$ cat src/ttce_pkg.sv
// Shared types, codes and constants for the text terminal cursor engine.
package ttce_pkg;

    localparam int DEF_COLUMNS = 80;
    localparam int DEF_ROWS    = 25;

    localparam int ROW_W  = 5;
    localparam int COL_W  = 7;
    localparam int CHAR_W = 8;

    localparam logic [1:0] OP_PUT   = 2'd0;
    localparam logic [1:0] OP_READ  = 2'd1;
    localparam logic [1:0] OP_CLEAR = 2'd2;

    localparam logic [CHAR_W-1:0] CH_NL    = 8'd10;
    localparam logic [CHAR_W-1:0] CH_CR    = 8'd13;
    localparam logic [CHAR_W-1:0] CH_TAB   = 8'd9;
    localparam logic [CHAR_W-1:0] CH_BS    = 8'd8;
    localparam logic [CHAR_W-1:0] CH_BLANK = 8'h20;
    localparam logic [CHAR_W-1:0] ATTR     = 8'h0F;

    localparam int TAB_STEP = 8;
    localparam int TAB_MASK = 7;

    typedef struct packed {
        logic [1:0]        op;
        logic [CHAR_W-1:0] char_code;
        logic [ROW_W-1:0]  read_row;
        logic [COL_W-1:0]  read_col;
    } ttce_in_t;

    typedef struct packed {
        logic [ROW_W-1:0] cursor_row_out;
        logic [COL_W-1:0] cursor_col_out;
        logic [15:0]      cell_word;
        logic             scrolled;
    } ttce_out_t;

    // Logical cell position, mapped to a memory address by the address unit.
    typedef struct packed {
        logic [ROW_W-1:0] row;
        logic [COL_W-1:0] col;
    } ttce_cell_t;

    // Write request toward the screen memory.
    typedef struct packed {
        logic              we;
        logic [CHAR_W-1:0] wdata;
    } ttce_mem_req_t;

endpackage

$ cat src/ttce_addr_unit.sv
// Shared address unit: logical cell plus ring row base to screen memory address.
module ttce_addr_unit #(
    parameter int COLUMNS = ttce_pkg::DEF_COLUMNS,
    parameter int ROWS    = ttce_pkg::DEF_ROWS,
    parameter int ADDR_W  = $clog2(ROWS * COLUMNS)
) (
    input  ttce_pkg::ttce_cell_t            pos,
    input  logic [ttce_pkg::ROW_W-1:0]      base,
    output logic [ADDR_W-1:0]               addr
);
    import ttce_pkg::*;

    logic [ROW_W:0]   row_sum;
    logic [ROW_W-1:0] phys_row;

    // Rows live in a ring; wrap the rotated row once since both terms stay below ROWS.
    always_comb
    begin
        row_sum = {1'b0, pos.row} + {1'b0, base};
        if (row_sum >= (ROW_W + 1)'(ROWS))
        begin
            row_sum = row_sum - (ROW_W + 1)'(ROWS);
        end
        phys_row = row_sum[ROW_W-1:0];
    end

    assign addr = ADDR_W'(ADDR_W'(phys_row) * ADDR_W'(COLUMNS)) + ADDR_W'(pos.col);

endmodule

$ cat config.mk
export PLATFORM = sky130hd
export DESIGN_NAME = ttce_addr_unit
export DESIGN_NICKNAME = d
export VERILOG_FILES = /design/src/ttce_pkg.sv /design/src/ttce_addr_unit.sv
export SDC_FILE = /design/constraint.sdc
export NUM_CORES = 1
export LEC_CHECK = 0
export ABC_CLOCK_PERIOD_IN_PS = 4800
export BUFFER_PORTS_ARGS = -buffer_cell sky130_fd_sc_hd__buf_2
export CORE_UTILIZATION = 40
export DETAILED_ROUTE_END_ITERATION = 10
export PLACE_DENSITY = 0.78
export SLEW_MARGIN = 20
export SYNTH_ARGS = -nofsm -noshare
export SYNTH_HDL_FRONTEND = slang
export SYNTH_SLANG_ARGS = --single-unit
export TNS_END_PERCENT = 30
$ cat constraint.sdc
create_clock -name vclk -period 4.8
set_input_delay 0.24 -clock vclk [all_inputs]
set_output_delay 0.24 -clock vclk [all_outputs]
set_load 0.02 [all_outputs]
# == Word-level counts from Yosys, hierarchy flattened ==
# Cells that the tools add are included.
# totals
ff_bits,0
inputBits,17
out_inout_bits,11
wordCells,6
# classes
add_sub_neg,3
mul,1
n_lt_le_gt_ge,1
n_mux,1
# ops
cell,count
$add A11 B7 Y11,1
$mul A5 B3 Y7 const B,1
$add A5 B5 Y6,1
$ge A6 B5 Y1 const B,1
$mux W5,1
$sub A5 B5 Y5 const B,1

# == Longest topological paths before layout ==
# logic_depth
depth_word,5
mapped_depth,17
ltp_nobuf,17

# == Worst setup path after synthesis ==
# Ideal clock, no wire load.
# synth_path
path_type,input-to-output
start,in pos[7] (netlist name)
end,out addr[10]
arrival_ns,4.182
required_ns,4.560
path_slack_ns,0.378
stages,16
path_buffers,0
cell_sequence,ha_1 -> fa_1 -> inv_1 -> ha_1 -> o31a_1 -> a41o_1 -> nor2_2 -> mux2_1 -> ha_1 -> ha_1 -> fa_1 -> nand2_1 -> nor2b_1 -> o21ai_0 -> a221oi_1 -> xnor2_1
# synth_between
elab_chain_len,5
elab_cells_between_ends,6
cone_classes,add/sub: 3; mul: 1; order compare: 1; mux: 1
# synth_lines
item,line_no,rtl
"start, declared",ttce_addr_unit.sv:7,"input ttce_pkg::ttce_cell_t pos,"
$add A5 B5 Y6 (*),ttce_addr_unit.sv:19,"row_sum = {1'b0, pos.row} + {1'b0, base};"
$sub A5 B5 Y5 or $ge A6 B5 Y1 (tied branches),"ttce_addr_unit.sv:22, ttce_addr_unit.sv:20",
$mux W5 (*),ttce_addr_unit.sv:20,if (row_sum >= (ROW_W + 1)'(ROWS))
$mul A5 B3 Y7 (*),ttce_addr_unit.sv:27,assign addr = ADDR_W'(ADDR_W'(phys_row) * ADDR_W'(COLUMNS)) + ADDR_W'(pos.col);
$add A11 B7 Y11 (*),ttce_addr_unit.sv:27,
"end, declared",ttce_addr_unit.sv:9,output logic [ADDR_W-1:0] addr
# Mark *: on every way between the ends. The rest lies on a longest branch, timed or not.

# == Worst setup path in the final report ==
# Ends and elaborated chain as after synthesis.

==> results.md <==
- Status: complete, no violations
- Antenna Cells: 0
- Ports: 28
- Vias: 630
- CP Max Fanout: 3
- Final Hold Vio Count: 0
- Top post-synthesis cells by area: ha_1 (30%), xnor2_1 (11%), fa_1 (9.1%), a21oi_1 (4.5%), buf_4 (4.5%)
- Placed cell count: 111
- GRT Overall Usage: roughly 13%
- Avg Inst Size Synth: ~8.5 µm²
- Min-delay worst type: in -> out
- Syn Nets: 114
- Reg power frac: 0%
- Internal power: ~220 µW
- Combinational Power Share: 100.0%
- Measured slew at the worst slew-check pin: 0.608 ns
- Worst hold slack: 0.480 ns
- Worst setup EP type: output pin
- Die area: 1820 µm²
- Clkbuf count: 0
- First-pass GRT wire length: around 2 mm
- Final nets: 137
- Switch Pwr: 284 µW
- GPL Wtd Cong: approximately 0.75
- Pleak: 0.421 nW
- Num rows: 14
- DRC violation count after routing: 0
- Worst rel slew slack: 59.0%
- Maximum vdd drop: 0.000373 V
- Post-DP HPWL: 1.07 mm
- IO buf count: 20
- Top achievable clock speed: 215 MHz
- Yosys warns: 0
- ANT nets after route: 0
- Iteration-0 DRC Markers: 5
- Yosys top cell by area: ha_1
- CORE AREA: 1520 µm²
- Post-Layout Cell Count: 115
- Yosys top cell area share: a little under a third
- DRT Wirelength: around 1.4 mm
- Initial Util: 43.3%
- Leading cell types by count after synthesis: ha_1 (16), xnor2_1 (8), a21oi_1 (6)
- Die extent in x: 42.6 µm
- Layout cells sized above 1: 34.3%
- CP Launch Type: primary input
- CP required: 4.56 ns
- Initial antenna violation count: 0
- Layout area overhead: 23.1%
- Critical path class: in -> out
- Filler Cells Inserted: 150
- Most numerous cell in the Yosys netlist: ha_1
- Routed vias/inst: 5.48
- Largest net degree at the start of global routing: 8
- Post-synthesis sequential area ratio: 0%
- DRT Pass-1 Iters: 4
- Vias in the first global route: 533
- Arr. time, crit path: 4.41 ns
- Clk network pwr share: 0%
- Final period util: 96.9%
- Die H: 42.6 µm
- Total congestion overflow: 0
- Post-Syn Area: around 660 µm²
- Pwr Density: 625 nW/µm²
- Final Critical Period: 4.65 ns
- WL per Instance: approximately 12 µm
- Seq_cells: 0
- Sw Ratio: around 56%
- Max-cap violations: 0
- # setup viols final: 0
- Synth unique cells: 30
- Reg area: 0 µm²
- Max Slew Vio Count: 0
- Syn Inst Count: 78
- Cts-stage hold buffer count: 0
routing by layer:
metal,global-route usage [%],part of all wire (%)
met1,18.2,43
met2,24.8,52
met3,0,3.2
met4,0.625,1.4
met5,0,0
timing repair:
item,in CTS,in global routing
endpoints found under the setup margin,1,1
resized for setup,2,7
pin swaps,1,6
setup buffers,0,4
final timing paths:
path	start	to	cells past startpoint
max	pos[7]	addr[10]	18
min	pos[0]	addr[0]	0
per-stage QoR:
step                      power [mW]  setup slack [ns]  TNS [ns]  instance area [µm²]  utilization (%)
after floorplan                0.348             0.378         0                  661                -
after global placement         0.434            0.0484         0                  758             49.8
after detailed placement       0.448           -0.0390   -0.0390                  758             49.8
after CTS                      0.454           0.00605         0                  761             49.9
after global routing           0.547          -0.00743  -0.00743                  813             53.4
final                          0.508             0.147         0                  813             53.4
power groups by stage:
stage                     combinational [mW]  sequential, mW  clock (mW)
after floorplan                        0.348               0           0
after global placement                 0.434               0           0
after detailed placement               0.448               0           0
after CTS                              0.454               0           0
after global routing                   0.547               0           0
final                                  0.508               0           0
logic make-up (layout without fill, tap and decap cells):
| kind of cell | after synthesis | count (layout) | share of synthesized area [%] |
|---|---|---|---|
| xor gates and xnor gates | 10 | 10 | 13.3 |
| adders and majority gates | 19 | 19 | 39.4 |
| buffers and inverters | 9 | 30 | 7.39 |
| AOI/OAI and AO/OA | 23 | 23 | 23.9 |
| muxes | 2 | 2 | 3.79 |
| and+or+nand+nor | 15 | 15 | 12.3 |
critical path, stage by stage:
cell and delay, ns:
buf_2 0.10, ha_2 0.19, fa_1 0.55, inv_1 0.08
ha_1 0.23, o31a_1 0.31, a41o_1 0.27, nor2_2 0.15
mux2_4 0.32, ha_1 0.29, ha_2 0.22, fa_1 0.55
nand2_2 0.09, nor2b_4 0.12, o21ai_1 0.08, a221oi_2 0.30
xnor2_1 0.15, buf_2 0.18
area by class of cell:
| type | count | area, µm² | share of cell area [%] |
|---|---|---|---|
| well taps | 16 | 20.0 | 2.46 |
| inverters | 5 | 18.8 | 2.31 |
| repair buffers | 25 | 138 | 16.9 |
| multi-input cells | 69 | 637 | 78.3 |
layout by cell type, fill, tap and decap left out, types with 2 or more instances in the layout:
cell and count:
a211o_1 3, nand2_1 2, xnor2_1 8, buf_2 20, inv_1 5, a21oi_1 6, nor2b_1 2, ha_1 14
buf_4 5, o21ai_1 2, ha_2 2, nor2_1 2, o21ai_0 3, a21o_1 2, xor2_1 2, fa_1 3
Note: power is estimated with default switching activity, not from simulation.
